File: config.mk
export PLATFORM = sky130hd
export DESIGN_NAME = spi_master_byte_shifter
export DESIGN_NICKNAME = d
export VERILOG_FILES = /design/src/rtl/core/sms_pkg.sv /design/src/rtl/core/sms_csr.sv /design/src/rtl/core/sms_in_reg.sv /design/src/rtl/core/sms_engine.sv /design/src/rtl/core/spi_master_byte_shifter.sv
export SDC_FILE = /design/constraint.sdc
export NUM_CORES = 1
export LEC_CHECK = 0
export ABC_AREA = 1
export ABC_CLOCK_PERIOD_IN_PS = 2280
export BUFFER_PORTS_ARGS = -buffer_cell sky130_fd_sc_hd__buf_2
export CAP_MARGIN = 20
export CORE_MARGIN = 10
export CORE_UTILIZATION = 53
export DETAILED_ROUTE_END_ITERATION = 12
export GPL_ROUTABILITY_DRIVEN = 0
export PLACE_DENSITY = 0.76
export SLEW_MARGIN = 10
export SYNTH_ARGS = -nofsm -noshare
export SYNTH_HDL_FRONTEND = slang
export SYNTH_SLANG_ARGS = --single-unit
export TNS_END_PERCENT = 5
File: constraint.sdc
create_clock -name clock -period 2.28 [get_ports clock]
set_input_delay 0.228 -clock clock [delete_from_list [all_inputs] [get_ports clock]]
set_output_delay 0.228 -clock clock [all_outputs]
set_load 0.02 [all_outputs]
File: src/rtl/core/sms_pkg.sv
`timescale 1ns / 1ps
// ----------------------------------------------------------------------------
// SPI master byte shifter package
// Shared types, register indexes and constants of the byte shifter.
// ----------------------------------------------------------------------------
package sms_pkg;

   localparam int unsigned NumBits  = 8;
   localparam int unsigned BitCntW  = $clog2(NumBits);
   localparam int unsigned CsrIdxW  = 2;
   localparam int unsigned CsrDataW = 8;

   localparam logic [BitCntW-1:0] LastBit = BitCntW'(NumBits - 1);

   typedef enum logic [CsrIdxW-1:0] {
      CSR_SPI_MODE    = 2'd0,
      CSR_LSB_LEAD    = 2'd1,
      CSR_HALF_PERIOD = 2'd2
   } csr_index_type;

   typedef struct packed {
      logic [1:0] spi_mode;
      logic       lsb_lead;
      logic [7:0] half_period;
   } cfg_type;

   typedef struct packed {
      logic       start_req;
      logic [7:0] tx_byte;
      logic       miso;
   } item_type;

   typedef struct packed {
      logic       sck;
      logic       mosi;
      logic       busy_res;
      logic       done_res;
      logic [7:0] rx_byte;
   } res_type;

endpackage

File: src/rtl/core/sms_csr.sv
`timescale 1ns / 1ps
// ----------------------------------------------------------------------------
// SPI master configuration registers
// Holds clock mode, bit order and half period, written through the CSR port.
// ----------------------------------------------------------------------------
module sms_csr
   import sms_pkg::*;
(
   input  logic                clock,
   input  logic                reset,
   input  logic                csr_we,
   input  logic [CsrIdxW-1:0]  csr_index,
   input  logic [CsrDataW-1:0] csr_wdata,
   output cfg_type             cfg
);

   cfg_type cfg_ff;
   cfg_type cfg_in;

   always_comb begin
      cfg_in = cfg_ff;
      if (csr_we) begin
         case (csr_index)
            CSR_SPI_MODE:    cfg_in.spi_mode    = csr_wdata[1:0];
            CSR_LSB_LEAD:    cfg_in.lsb_lead    = csr_wdata[0];
            CSR_HALF_PERIOD: cfg_in.half_period = csr_wdata[7:0];
            default:         cfg_in = cfg_ff; // drop writes outside the map
         endcase
      end
   end

   always_ff @(posedge clock) begin
      if (reset) begin
         cfg_ff <= '0;
      end else begin
         cfg_ff <= cfg_in;
      end
   end

   assign cfg = cfg_ff;

endmodule

File: src/rtl/core/sms_in_reg.sv
`timescale 1ns / 1ps
// ----------------------------------------------------------------------------
// SPI master input register
// Captures one tick transaction and holds it until the engine advances.
// ----------------------------------------------------------------------------
module sms_in_reg
   import sms_pkg::*;
(
   input  logic     clock,
   input  logic     reset,
   input  logic     req_valid,
   output logic     req_ready,
   input  item_type req_item,
   input  logic     advance,
   output logic     item_valid,
   output item_type item
);

   logic     valid_ff;
   logic     valid_in;
   item_type item_ff;

   assign req_ready = !valid_ff || advance;

   always_comb begin
      valid_in = valid_ff;
      if (req_ready) begin
         valid_in = req_valid;
      end
   end

   always_ff @(posedge clock) begin
      if (reset) begin
         valid_ff <= 1'b0;
      end else begin
         valid_ff <= valid_in;
      end
   end

   always_ff @(posedge clock) begin
      if (req_valid && req_ready) begin
         item_ff <= req_item;
      end
   end

   assign item_valid = valid_ff;
   assign item       = item_ff;

endmodule

File: src/rtl/core/sms_engine.sv
`timescale 1ns / 1ps
// ----------------------------------------------------------------------------
// SPI master shift engine
// Exchange state and the per-tick step: pin levels, bit timing and shifting.
// ----------------------------------------------------------------------------
module sms_engine
   import sms_pkg::*;
(
   input  logic     clock,
   input  logic     reset,
   input  cfg_type  cfg,
   input  logic     advance,
   input  item_type item,
   output res_type  res
);

   logic               active_ff,      active_in;
   logic [7:0]         tx_shift_ff,    tx_shift_in;
   logic [7:0]         rx_shift_ff,    rx_shift_in;
   logic [BitCntW-1:0] bit_count_ff,   bit_count_in;
   logic [7:0]         tick_count_ff,  tick_count_in;
   logic               second_half_ff, second_half_in;

   logic               go;
   logic               act;
   logic [7:0]         txs;
   logic [7:0]         rxs;
   logic [BitCntW-1:0] bc;
   logic [7:0]         tc;
   logic               sh;
   logic               cpol;
   logic               cpha;

   assign cpol = cfg.spi_mode[1];
   assign cpha = cfg.spi_mode[0];

   // a start while idle makes this tick the first of the exchange
   assign go  = !active_ff && item.start_req;
   assign act = active_ff || go;
   assign txs = go ? item.tx_byte : tx_shift_ff;
   assign rxs = go ? 8'd0 : rx_shift_ff;
   assign bc  = go ? '0 : bit_count_ff;
   assign tc  = go ? 8'd0 : tick_count_ff;
   assign sh  = go ? 1'b0 : second_half_ff;

   always_comb begin
      active_in      = act;
      tx_shift_in    = txs;
      rx_shift_in    = rxs;
      bit_count_in   = bc;
      tick_count_in  = tc;
      second_half_in = sh;
      res            = '0;
      res.sck        = cpol;
      if (act) begin
         res.busy_res = 1'b1;
         res.sck      = cpol ^ cpha ^ sh;
         res.mosi     = cfg.lsb_lead ? txs[0] : txs[7];
         if (tc >= cfg.half_period) begin
            tick_count_in = 8'd0;
            if (!sh) begin
               // sample MISO at the end of the first half
               rx_shift_in    = cfg.lsb_lead ? {item.miso, rxs[7:1]} : {rxs[6:0], item.miso};
               second_half_in = 1'b1;
            end else begin
               second_half_in = 1'b0;
               tx_shift_in    = cfg.lsb_lead ? {1'b0, txs[7:1]} : {txs[6:0], 1'b0};
               if (bc == LastBit) begin
                  res.done_res = 1'b1;
                  res.rx_byte  = rxs;
                  active_in    = 1'b0;
                  bit_count_in = '0;
               end else begin
                  bit_count_in = bc + 1'b1;
               end
            end
         end else begin
            tick_count_in = tc + 8'd1;
         end
      end
   end

   always_ff @(posedge clock) begin
      if (reset) begin
         active_ff      <= 1'b0;
         tx_shift_ff    <= '0;
         rx_shift_ff    <= '0;
         bit_count_ff   <= '0;
         tick_count_ff  <= '0;
         second_half_ff <= 1'b0;
      end else if (advance) begin
         active_ff      <= active_in;
         tx_shift_ff    <= tx_shift_in;
         rx_shift_ff    <= rx_shift_in;
         bit_count_ff   <= bit_count_in;
         tick_count_ff  <= tick_count_in;
         second_half_ff <= second_half_in;
      end
   end

   a_idle_clear: assert property (@(posedge clock) disable iff (reset)
      !active_ff |-> (tick_count_ff == 8'd0) && !second_half_ff && (bit_count_ff == '0))
      else $error("idle engine holds stale timing state");

   a_done_busy: assert property (@(posedge clock) disable iff (reset)
      (advance && res.done_res) |-> res.busy_res)
      else $error("done reported outside an exchange");

   a_done_idle: assert property (@(posedge clock) disable iff (reset)
      (advance && res.done_res) |=> !active_ff)
      else $error("engine still active after done");

endmodule

File: src/rtl/core/spi_master_byte_shifter.sv
`timescale 1ns / 1ps
// Path: a tick transaction passes the input register, then the engine step into
//   the result register, where its result is held until taken with rsp_ready.
// Throughput: one tick transaction per cycle; a waiting result stalls the
//   engine, and the input register takes at most one more transaction.
// Reset: synchronous, active high; clears exchange state and config to zero.
// ----------------------------------------------------------------------------
// SPI master byte shifter
// Top level: CSR block, input register, shift engine and result register.
// ----------------------------------------------------------------------------
module spi_master_byte_shifter
   import sms_pkg::*;
(
   input  logic                clock,
   input  logic                reset,
   input  logic                req_valid,
   output logic                req_ready,
   input  logic                req_start_req,
   input  logic [7:0]          req_tx_byte,
   input  logic                req_miso,
   output logic                rsp_valid,
   input  logic                rsp_ready,
   output logic                rsp_sck,
   output logic                rsp_mosi,
   output logic                rsp_busy_res,
   output logic                rsp_done_res,
   output logic [7:0]          rsp_rx_byte,
   input  logic                csr_we,
   input  logic [CsrIdxW-1:0]  csr_index,
   input  logic [CsrDataW-1:0] csr_wdata
);

   cfg_type  cfg;
   item_type req_item;
   item_type item;
   logic     item_valid;
   logic     advance;
   res_type  res;
   res_type  out_ff;
   logic     out_valid_ff;
   logic     out_valid_in;

   assign req_item.start_req = req_start_req;
   assign req_item.tx_byte   = req_tx_byte;
   assign req_item.miso      = req_miso;

   // advance when the result register is free or being emptied
   assign advance = item_valid && (!out_valid_ff || rsp_ready);

   sms_csr u_csr (
      .clock     (clock),
      .reset     (reset),
      .csr_we    (csr_we),
      .csr_index (csr_index),
      .csr_wdata (csr_wdata),
      .cfg       (cfg)
   );

   sms_in_reg u_in_reg (
      .clock      (clock),
      .reset      (reset),
      .req_valid  (req_valid),
      .req_ready  (req_ready),
      .req_item   (req_item),
      .advance    (advance),
      .item_valid (item_valid),
      .item       (item)
   );

   sms_engine u_engine (
      .clock   (clock),
      .reset   (reset),
      .cfg     (cfg),
      .advance (advance),
      .item    (item),
      .res     (res)
   );

   always_comb begin
      out_valid_in = out_valid_ff && !rsp_ready;
      if (advance) begin
         out_valid_in = 1'b1;
      end
   end

   always_ff @(posedge clock) begin
      if (reset) begin
         out_valid_ff <= 1'b0;
      end else begin
         out_valid_ff <= out_valid_in;
      end
   end

   always_ff @(posedge clock) begin
      if (advance) begin
         out_ff <= res;
      end
   end

   assign rsp_valid    = out_valid_ff;
   assign rsp_sck      = out_ff.sck;
   assign rsp_mosi     = out_ff.mosi;
   assign rsp_busy_res = out_ff.busy_res;
   assign rsp_done_res = out_ff.done_res;
   assign rsp_rx_byte  = out_ff.rx_byte;

endmodule

Yosys cells after proc, flatten, opt, wreduce, memory -nomap -nowiden
Index checks and enable logic that the tools add are counted.
{"block": "word_totals", "elab_cells": 76, "out_inout_bits": 14, "regBits": 64, "inputBits": 25}
{"block": "classes", "n_eq_ne": 3, "add_sub_neg": 2, "reduce_logical": 17, "bitwise_logic": 2, "n_mux": 32, "magnitude_cmp": 1}
{"op": "2-to-1 mux 8 bit", "n": 13}
{"op": "2-to-1 mux 9 bit", "n": 3}
{"op": "2-to-1 mux 3 bit", "n": 5}
{"op": "2-to-1 mux 12 bit", "n": 1}
{"op": "2-to-1 mux 1 bit", "n": 10}
{"op": "adder 8 x 1 -> 8 bit (second input constant)", "n": 1}
{"op": "greater-or-equal comparator 8 bit", "n": 1}
{"op": "AND reduction 2 bit", "n": 3}
{"op": "logical AND 1 bit", "n": 4}
{"op": "zero test 1 bit", "n": 4}
{"op": "AND reduction 4 bit", "n": 1}
{"op": "adder 3 x 1 -> 3 bit (second input constant)", "n": 1}
{"op": "== test 3 bit (second input constant)", "n": 1}
{"op": "logical OR 1 bit", "n": 3}
{"op": "AND reduction 3 bit", "n": 1}
{"op": "== test 2 x 1 -> 1 bit (second input constant)", "n": 1}
{"op": "== test 2 bit (second input constant)", "n": 1}
{"op": "zero test 2 bit", "n": 1}
{"op": "bitwise XOR 1 bit", "n": 2}

Logic depth before layout (Yosys ltp)
Gate-level depths: netlist of the first run.
{"block": "depth", "word_depth": 8, "ltp_mapped": 20, "ltp_nobuf": 19}

Hierarchy
From an unflattened synthesis of the first run, not the netlist that was laid out.
{"block": "unflattened", "hier_cells": 484, "hier_area_um2": 3508.4}
{"mod": "sms_engine", "n_inst": 1, "cells_each": 376, "area_each_um2": 2259.7, "seq_area_each_um2": 580.6}
{"mod": "sms_csr", "n_inst": 1, "cells_each": 74, "area_each_um2": 493.0, "seq_area_each_um2": 220.2}
{"mod": "spi_master_byte_shifter", "n_inst": 1, "cells_each": 18, "area_each_um2": 407.9, "seq_area_each_um2": 380.4}
{"mod": "sms_in_reg", "n_inst": 1, "cells_each": 16, "area_each_um2": 347.8, "seq_area_each_um2": 320.3}

Worst setup path before layout of the first run
No wires, ideal clock.
{"block": "synth_timing", "kind": "flip-flop to flip-flop", "startpoint": "register u_in_reg.item_ff (netlist bit u_in_reg.item[9])", "endpoint": "register u_engine.second_half_ff", "n_path_buf": 2, "period_less_slack_ns": 2.405, "slack_ns": -0.125, "t_required_ns": 2.146, "stages_incl_launch_ff": 14, "arrival_time_ns": 2.271, "path_cell_list": "edfxtp_1 nand2_4 inv_2 buf_2 nor2_1 ha_1 a21oi_1 nor3_1 nor3_1 nand2_4 buf_6 ha_1 nor2_1 a211oi_1"}
{"block": "synth_between", "elab_chain_cells": 5}
{"item": "start: declaration", "line_no": "sms_in_reg.sv:21", "source": "item_type item_ff;"}
{"item": "start signal: assignment", "line_no": "sms_in_reg.sv:42", "source": "item_ff <= req_item;"}
{"item": "logical AND 1 bit *", "line_no": "sms_engine.sv:38", "source": "assign go = !active_ff && item.start_req;"}
{"item": "2-to-1 mux 8 bit or 2-to-1 mux 1 bit (tied branches)", "line_no": "sms_engine.sv:43, sms_engine.sv:44"}
{"item": "greater-or-equal comparator 8 bit or 2-to-1 mux 1 bit (tied branches)", "line_no": "sms_engine.sv:59, sms_engine.sv:61"}
{"item": "2-to-1 mux 1 bit", "line_no": "sms_engine.sv:59", "source": "if (tc >= cfg.half_period) begin"}
{"item": "2-to-1 mux 1 bit *", "line_no": "sms_engine.sv:55", "source": "if (act) begin"}
{"item": "end signal: assignment", "line_no": "sms_engine.sv:97", "source": "second_half_ff <= second_half_in;"}
{"item": "end: declaration", "line_no": "sms_engine.sv:22", "source": "logic second_half_ff, second_half_in;"}
Every way passes the cells marked *; elsewhere a longest branch is shown, timed or not.
A chain may end at the register's enable or synchronous reset.

Worst setup path in the final report of the first run
{"block": "layout_timing", "startpoint": "register u_engine.active_ff", "endpoint": "register u_engine.rx_shift_ff[2]"}
{"block": "layout_between", "elab_chain_cells": 7}
{"item": "start: declaration", "line_no": "sms_engine.sv:17", "source": "logic active_ff, active_in;"}
{"item": "start signal: assignment", "line_no": "sms_engine.sv:92", "source": "active_ff <= active_in;"}
{"item": "parallel branches: the longest is 6 deep, another holds greater-or-equal comparator 8 bit"}
{"item": "2-to-1 mux 8 bit *", "line_no": "sms_engine.sv:55"}
{"item": "end signal: assignment", "line_no": "sms_engine.sv:94", "source": "rx_shift_ff <= rx_shift_in;"}
{"item": "end: declaration", "line_no": "sms_engine.sv:19", "source": "logic [7:0] rx_shift_ff, rx_shift_in;"}
Mark *: on every way between the ends.

==> results_dict.tcl, run 1 <==
set metrics [dict create \
    outcome "complete, but fails checks" \
    violations "setup timing" \
    rsz0062_at_grt "yes" \
    overflow 0 \
    ant_nets 0 \
    drc 0 \
    ys_seq_area_share_pct 44.4 \
    grt_util_all_layers_pct 15.9 \
    powerDensity_mw_per_mm2 701 \
    antenna_found_initial 0 \
    ys.flop_type "dfxtp_1" \
    synthCells 462 \
    drv_cap 0 \
    rr_endpoint "u_engine.rx_shift_ff[2]" \
    worst_r2r_path_depth 14 \
    num_antenna_cells 0 \
    worst_pin_slew_ns 0.644 \
    hold_buffers 0 \
    rows 29 \
    die_y_um 99.9 \
    htreeDepth 3 \
    drive_gt1_share_pct 21.0 \
    whs_ns 0.0570 \
    clk_pin_slew_worst_paths_ns 0.08 \
    reg2reg_from "u_engine.active_ff" \
    setup_ws_ns -0.0171 \
    slew_headroom_pct 57.0 \
    fin_setup_tns_ns -0.0500 \
    ys_ff_latch 64 \
    cts_made_buffers 9 \
    hold_viol 0 \
    layout.cells.non_filler 595 \
    slew_viol_final 0 \
    ir_drop_uv 392 \
    r2r_slack_ns -0.02 \
    drt_wl_total_mm 8.81 \
    portBuffers 38 \
    grt_pass1_vias 2948 \
    cp.required_ns 2.56 \
    max_freq_ghz 0.435 \
    place_hpwl_mm 5.45 \
    fin_crit_sh_pct 101 \
    hp-start "req_tx_byte[2]" \
    cts.path.max_buffers 2 \
    skew_ns 0.0141 \
    post-place-ws_ns -0.0217 \
    final_core_util_pct 65.4 \
    grt_pass1_wl_mm 13.0 \
    clock_latency_ns 0.35 \
    dp_cells 567 \
    synth.distinct_cells 32 \
    p_leak_nw 1.81 \
    syn2layout_area_growth_pct 21.4 \
    cts.sinks 64 \
    die_area_sq_mm 0.00998 \
    min_path_type "in2reg" \
    synthesis.nets 498 \
    routedWlPerCell_um 14.8 \
    fin_crit_ns 2.30 \
    yosysWarningCount 0 \
    drtIter0Drc 213 \
    setup.worst_path.class "reg2reg" \
    dr.pass1.iters 4 \
    die_x_um 99.9 \
    cts_root_buf "clkbuf_8" \
    setup_viol 5 \
    vias_per_cell 5.39 \
    synth-edff-count 22 \
    grt_max_degree 25 \
    holdPathEnd "u_in_reg.item[3]" \
    fin_nets 549 \
    async_reset_ff_share_pct 0 \
    syn_area_per_cell_sq_um 7.32 \
    vias 3206 \
    critPathCaptureType "register" \
    io_pins 39 \
    holdPathStages 1 \
    core_area_sq_mm 0.00628 \
    syn_area_sq_mm 0.00338 \
    cp-start-kind "register" \
    cp.arrival_ns 2.58 \
    cp_max_fo 8 \
    start_util_pct 53.9 \
    cts_tree "yes" \
]
-- through the flow --
stage,power (W),cell area [sq um]
floorplan,0.00166,3400
global placement,0.00176,3660
detailed placement,0.00178,3660
CTS,0.00275,3870
global route,0.00301,4110
finish,0.00288,4110
-- cells by family after synthesis --
| family | count (synthesis) | synth area share (%) |
|---|---|---|
| simple gates | 179 | 23.2 |
| compound gates | 105 | 15.9 |
| buf+inv | 100 | 11.7 |
| flops | 64 | 44.4 |
| fa+ha+maj | 11 | 4.07 |
| xor+xnor | 3 | 0.777 |
-- what timing repair did --
| item | CTS | global route |
|---|---|---|
| hold endpoints to repair | 0 | 0 |
| pin swaps | 2 | 30 |
| setup buffers | 1 | 9 |
| gates resized for setup | 4 | 35 |
| gates cloned | 0 | 2 |
| endpoints found under the setup margin | 26 | 38 |
-- sequential cells by signal, indices dropped and copies added, names as in the netlist --
register	cells
rsp_busy_res	1
rsp_done_res	1
rsp_mosi	1
rsp_rx_byte	8
rsp_sck	1
rsp_valid	1
u_csr.cfg	11
u_engine.active_ff	1
u_engine.bit_count_ff	3
u_engine.rx_shift_ff	8
u_engine.second_half_ff	1
u_engine.tick_count_ff	8
u_engine.tx_shift_ff	8
u_in_reg.item	10
u_in_reg.item_valid	1
-- cell usage after synthesis (2+ instances only) --
library cell,count,area share [%]
clkbuf_1,12,1.3
o21ai_0,51,7.5
nor3_1,6,0.89
buf_2,4,0.59
nand2_1,76,8.4
clkinv_1,2,0.22
edfxtp_1,22,20
inv_1,77,8.5
nand2_4,2,0.67
nand3_1,17,2.5
dfxtp_1,42,25
nor2_1,59,6.5
inv_2,2,0.22
buf_4,2,0.44
nand4_1,12,2.2
xor2_1,3,0.78
nand2_2,2,0.37
a21oi_1,42,6.2
o21ai_1,6,0.89
ha_1,11,4.1
-- critical path, cell delays in order, from the launching register on --
cell,delay [ns]
dfxtp_2,0.35
inv_2,0.07
nand2_4,0.07
buf_4,0.16
nand2_2,0.08
inv_2,0.06
ha_1,0.28
inv_2,0.06
nor3_2,0.28
nand2_4,0.17
nand2_8,0.13
clkinvlp_4,0.22
nor2_2,0.17
nor2_1,0.06
nor2_1,0.08
-- per-layer routing --
layer  GRT usage (%)  vias to the layer above  share of wire, %
met5               0                        -                 0
met4            6.95                        0               3.5
met3            4.88                       31               5.8
met2            27.6                      122                50
met1            17.5                     1455                40
li1                -                     1598                 -
-- cell usage in the layout (no fill, tap or decap), drive strengths merged --
cell / synthesis / final
inv: 79 / 78
bufinv: 0 / 1
dfxtp: 42 / 42
a31oi: 1 / 1
o211ai: 1 / 1
ha: 11 / 11
edfxtp: 22 / 22
xor2: 3 / 3
clkinvlp: 0 / 1
o21a: 1 / 1
buf: 7 / 57
nand4: 13 / 13
clkinv: 2 / 5
nand3: 18 / 18
a211oi: 1 / 1
nand3b: 1 / 1
o21bai: 1 / 1
nor3: 7 / 7
nand2: 80 / 82
clkbuf: 12 / 12
a21oi: 42 / 42
o21ai: 57 / 57
o22ai: 1 / 1
nor2: 60 / 60
-- how the worst max path moves through the flow --
stage / startpoint / end
3_3_place_gp: u_in_reg.item[9] / rsp_done_res
5_1_grt: u_engine.active_ff / u_engine.rx_shift_ff[3]
2_1_floorplan: u_in_reg.item[9] / u_engine.second_half_ff
3_5_place_dp: u_engine.active_ff / u_engine.rx_shift_ff[2]
4_1_cts: u_in_reg.item[9] / rsp_done_res
6_report: u_engine.active_ff / u_engine.rx_shift_ff[2]
-- power by group --
group	switching (W)	internal, W	total [W]
sequential	0.0000280	0.00125	0.00128
combinational	0.000422	0.000216	0.000638
clock	0.000433	0.000528	0.000961
-- final cells by class --
class	count	area (sq um)
fillers	530	2170
multi-input cells	300	1670
flip-flops and latches	64	1500
repair buffers	57	337
inverters	81	315
clock buffers	12	145
well taps	77	96.3
clock inverters	4	43.8
(Power assumes the default switching activity.)
==> run 2: changes to the inputs <==
- ABC_AREA: 1 -> default
- CORE_UTILIZATION: 53 -> 52
- PLACE_DENSITY: 0.76 -> 0.75
==> run 2 against run 1 <==
The run still ends with setup timing left. Non-clock buffer count is 16 higher. Final cell count fell by 19%. Combinational power is 44% lower. Hold slack better by 0.0032 ns. Critical endpoint is now u_engine.tick_count_ff[6]. Highest routed layer unchanged.
==> results_dict.tcl, run 2 <==
set metrics [dict create \
    min_path_type "in2reg" \
    cts_tree "yes" \
    ys.flop_type "dfxtp_1" \
    grt_util_all_layers_pct 17.2 \
    final_cell_mix "dfxtp_1, buf_2, nor2_1, nand2_1, buf_4" \
    drtIter0Drc 243 \
    largest_reg_flops 11 \
    grt_pass1_wl_mm 13.9 \
    hold_viol 0 \
    core_area_sq_mm 0.00592 \
    synth.distinct_cells 50 \
    critPathCaptureType "register" \
    fillers 416 \
    cts.path.max_buffers 2 \
    max_freq_ghz 0.408 \
    power.total_w 0.00271 \
    htreeDepth 3 \
    fin_nets 439 \
    synthTopCellsByCount "dfxtp_1, nand2_1, nor2_1" \
    cts_root_buf "clkbuf_8" \
    syn_area_sq_mm 0.00317 \
    final_core_util_pct 69.8 \
    portBuffers 38 \
    yosys-top-cells-area "dfxtp_1, edfxtp_1, mux2i_1, ha_1, nand2_1" \
    io_pins 39 \
    async_reset_ff_share_pct 0 \
    routedWlPerCell_um 16.8 \
    setup.worst_path.class "reg2reg" \
    cp.required_ns 2.55 \
    slew_headroom_pct 47.2 \
    clk_pin_slew_worst_paths_ns 0.07 \
    outcome "complete, but fails checks" \
    syn_area_per_cell_sq_um 9.49 \
    synthCells 334 \
    setup_viol 38 \
    fin_crit_sh_pct 107 \
    num_antenna_cells 0 \
    ir_drop_uv 850 \
    rsz0062_at_grt "yes" \
    grt_max_degree 39 \
    overflow 0 \
    die_x_um 98.1 \
    rows 28 \
    fin_setup_tns_ns -3.62 \
    drv_cap 0 \
    final_common_cell "dfxtp_1" \
    ys_ff_latch 64 \
    skew_ns 0.00884 \
    ant_nets 0 \
    p_leak_nw 1.81 \
    clock_latency_ns 0.34 \
    synth_most_common_cell "dfxtp_1" \
    drt_wl_total_mm 8.14 \
    grt_pass1_vias 2912 \
    cts_made_buffers 9 \
    powerDensity_mw_per_mm2 656 \
    die_area_sq_mm 0.00962 \
    syn2layout_area_growth_pct 30.4 \
    hold_buffers 0 \
    cp-start-kind "register" \
    fin_crit_ns 2.45 \
    setup_ws_ns -0.171 \
    vias 2812 \
    synthesis.nets 370 \
    cp_max_fo 5 \
    yosysWarningCount 0 \
    slew_viol_final 0 \
    die_y_um 98.1 \
    ys_seq_area_share_pct 47.4 \
    cp.arrival_ns 2.72 \
    yosys.area.top_type "dfxtp_1" \
    synth-edff-count 22 \
    dr.pass1.iters 4 \
    drc 0 \
    worst_pin_slew_ns 0.792 \
    cts.sinks 64 \
    violations "setup timing" \
    vias_per_cell 5.82 \
    synth_top_area_share_pct 26.5 \
    place_hpwl_mm 5.22 \
    antenna_found_initial 0 \
    drive_gt1_share_pct 34.1 \
    start_util_pct 53.5 \
]
run 2: cell count changes in the layout (fill, tap and decap cells not counted), sizes merged, moves of 18 or more:
| cell | before | now |
|---|---|---|
| inv | 78 | 15 |
| nor2 | 60 | 34 |
| mux2i | 0 | 25 |
| a21oi | 42 | 20 |
| o21ai | 57 | 4 |
| and3 | 0 | 18 |
| nand2 | 82 | 37 |
run 2: logic make-up after synthesis:
logic type	count (synthesis)	synth area share, %
fa+ha+maj	11	4.34
mux	27	8.61
flops	64	47.4
simple gates	139	21.8
buf+inv	32	4.42
xor+xnor	4	1.11
compound gates	57	12.4
run 2: final timing paths:
kind	from	endpoint	slack (ns)	cells past startpoint
max	u_in_reg.item[9]	u_engine.tick_count_ff[6]	-0.17	14
min	req_tx_byte[6]	u_in_reg.item[7]	0.06	1
max reg2reg	u_in_reg.item[9]	u_engine.tick_count_ff[6]	-0.17	14
min reg2reg	u_engine.bit_count_ff[1]	u_engine.bit_count_ff[1]	0.46	2
run 2: final cells by class:
class	count	area, sq um	share of cell area [%]
Tap cell	75	93.8	2.27
Clock buffer	11	141	3.42
Timing Repair Buffer	73	480	11.6
Inverter	15	56.3	1.36
Clock inverter	5	78.8	1.91
Multi-Input combinational cell	240	1780	43.1
Sequential cell	64	1500	36.3
run 2: power breakdown:
| group | switching, W | internal (W) |
|---|---|---|
| clock | 0.000440 | 0.000646 |
| sequential | 0.0000359 | 0.00123 |
| combinational | 0.000204 | 0.000154 |
run 2: repair_timing:
item | in CTS | in global routing
gates resized for setup | 28 | 6
gates cloned | 2 | 0
pin swaps | 13 | 5
setup buffers | 6 | 0
endpoints found under the setup margin | 38 | 38
run 2: worst max-delay path: stages (launching register included):
cell	delay [ns]
edfxtp_1	0.47
nand2b_4	0.16
nand2_4	0.08
buf_4	0.14
buf_4	0.12
buf_4	0.12
buf_4	0.12
buf_4	0.13
inv_1	0.06
ha_2	0.22
nand2_1	0.12
nor3_2	0.19
xor2_1	0.18
o211ai_1	0.12
a21oi_1	0.15
run 2: routing by layer:
| metal | vias to the layer above | share of wire, % | routed length, um | GRT usage [%] |
|---|---|---|---|---|
| met1 | 1359 | 43 | 3470 | 20.4 |
| li1 | 1335 | - | - | - |
| met5 | - | 0 | 0 | 0 |
| met3 | 18 | 6.8 | 552 | 4.72 |
| met2 | 100 | 48 | 3930 | 28.2 |
| met4 | 0 | 2.3 | 189 | 7.94 |
run 2: stage by stage:
step                worst slack, ns  hold slack, ns  cells  instance area [sq um]
CTS                          -0.146          0.0472    483                   4100
finish                       -0.171          0.0602    483                   4130
detailed placement           -0.280           0.406    459                   3660
floorplan                    -0.302           0.327    334                   3260
global route                 -0.287          0.0607    483                   4130
global placement             -0.171           0.405    459                   3660
==> run 3: changes to the inputs <==
- ABC_AREA: default -> 1
- CORE_UTILIZATION: 52 -> 53
- PLACE_DENSITY: 0.75 -> 0.76
- SETUP_SLACK_MARGIN: default -> 0.3
==> run 3 against run 2 <==
Hold slack worse by 0.010 ns. Non-clock buffer count down 13. Flip-flop and latch count stayed put. Global-route usage grew 0.063 points. Routed wire length grew 7.2%. The flow now finishes without violations.
==> results_dict.tcl, run 3 (synthesized netlist as in run 1, its figures left out) <==
set metrics [dict create \
    fin_crit_ns 2.20 \
    die_x_um 99.9 \
    cts.sinks 64 \
    ir_drop_uv 425 \
    ant_nets 0 \
    antenna_found_initial 0 \
    fin_crit_sh_pct 96.5 \
    final_core_util_pct 67.0 \
    cp.required_ns 2.55 \
    powerDensity_mw_per_mm2 693 \
    slew_viol_final 0 \
    p_leak_nw 1.84 \
    vias_per_cell 5.54 \
    dr.pass1.iters 5 \
    drive_gt1_share_pct 26.0 \
    fin_nets 551 \
    grt_max_degree 25 \
    cp-start-kind "register" \
    cts_tree "yes" \
    drt_wl_total_mm 8.72 \
    syn2layout_area_growth_pct 24.3 \
    whs_ns 0.0500 \
    final_common_cell "inv_1" \
    rows 29 \
    r2r_slack_ns 0.08 \
    setup.worst_path.class "reg2reg" \
    largest_reg_flops 11 \
    final_cell_mix "inv_1, nand2_1, o21ai_0, nor2_1, dfxtp_1" \
    die_area_sq_mm 0.00998 \
    skew_ns 0.0117 \
    max_freq_ghz 0.455 \
    setup_viol 0 \
    grt_pass1_vias 3327 \
    critPathCaptureType "register" \
    cp_max_fo 7 \
    clock_latency_ns 0.35 \
    cts.path.max_buffers 2 \
    clk_pin_slew_worst_paths_ns 0.07 \
    hold_viol 0 \
    place_area_sq_mm 0.00370 \
    portBuffers 38 \
    drc 0 \
    design_area_sq_mm 0.00420 \
    num_antenna_cells 0 \
    slew_headroom_pct 53.6 \
    start_util_pct 53.9 \
    htreeDepth 3 \
    core_area_sq_mm 0.00628 \
    min_path_type "in2reg" \
    rsz0062_at_grt "yes" \
    vias 3310 \
    drtIter0Drc 222 \
    grt_util_all_layers_pct 17.3 \
    place_hpwl_mm 5.54 \
    io_pins 39 \
    overflow 0 \
    grt_pass1_wl_mm 14.3 \
    cts_made_buffers 9 \
    outcome "finished, final reports clean" \
    cp.arrival_ns 2.47 \
    worst_pin_slew_ns 0.696 \
    drv_cap 0 \
    routedWlPerCell_um 14.6 \
    cts_root_buf "clkbuf_8" \
    die_y_um 99.9 \
]
run 3: changes by cell type in the layout (fill, tap and decap cells not counted), sizes merged, moves of 8 or more:
cell,previous run,this run
o21ai,4,57
and3,18,0
nand3,10,18
inv,15,78
nand2,37,81
and2,11,0
nor2,34,60
a21oi,20,42
nand4,2,13
mux2i,25,0
buf,73,60
run 3: timing repair:
item | CTS | global route
hold buffers | 0 | 0
gates resized for setup | 21 | 40
setup buffers | 9 | 4
endpoints found under the setup margin | 38 | 39
pin swaps | 10 | 35
cloned | 1 | 0
run 3: final timing paths:
path	from	endpoint	cells after the start
worst max register to register	u_in_reg.item[9]	u_engine.tick_count_ff[4]	17
worst min-delay path	req_miso	u_in_reg.item[0]	1
worst min register to register	u_csr.cfg[5]	u_csr.cfg[5]	2
worst max-delay path	u_in_reg.item[9]	u_engine.tick_count_ff[4]	17
run 3: where the power goes:
part	total (W)	internal [W]	switching [W]
clock	0.000959	0.000524	0.000436
combinational	0.000679	0.000247	0.000431
sequential	0.00128	0.00125	0.0000280
run 3: final cells by class:
class,instances,area (sq um)
fill,522,2070
tap,77,96.3
sequential,64,1500
clock buffer,11,141
multi-input combinational,299,1730
clock inverter,5,47.5
timing repair buffer,60,367
inverter,81,315
run 3: per-stage QoR:
| stage | power, W | setup TNS [ns] | setup slack, ns | cells |
|---|---|---|---|---|
| 2_1_floorplan | 0.00168 | 0 | 0.0722 | 462 |
| 4_1_cts | 0.00283 | 0 | 0.172 | 593 |
| 6_report | 0.00291 | 0 | 0.0800 | 597 |
| 5_1_grt | 0.00305 | -0.0484 | -0.0423 | 597 |
| 3_3_place_gp | 0.00177 | 0 | 0.0148 | 567 |
| 3_5_place_dp | 0.00179 | -0.202 | -0.101 | 567 |
run 3: critical path, stage by stage (launching register included):
cell and delay, ns:
edfxtp_1 0.43, nand2_4 0.12, inv_8 0.05, nor2_4 0.11, inv_2 0.06, ha_4 0.23, inv_2 0.05, nand2_2 0.05
nand2_2 0.07, nand3_2 0.07, nand2_2 0.07, nand2_2 0.06, nand2_4 0.13, nand2_8 0.09, buf_4 0.16, nand2_8 0.08
o211ai_1 0.11, a21oi_1 0.17
run 3: metal layers:
layer / wire length [um] / track usage, %
met4: 259 / 11.1
met5: 0 / 0
met3: 548 / 4.26
met2: 4510 / 30.4
met1: 3400 / 17.9
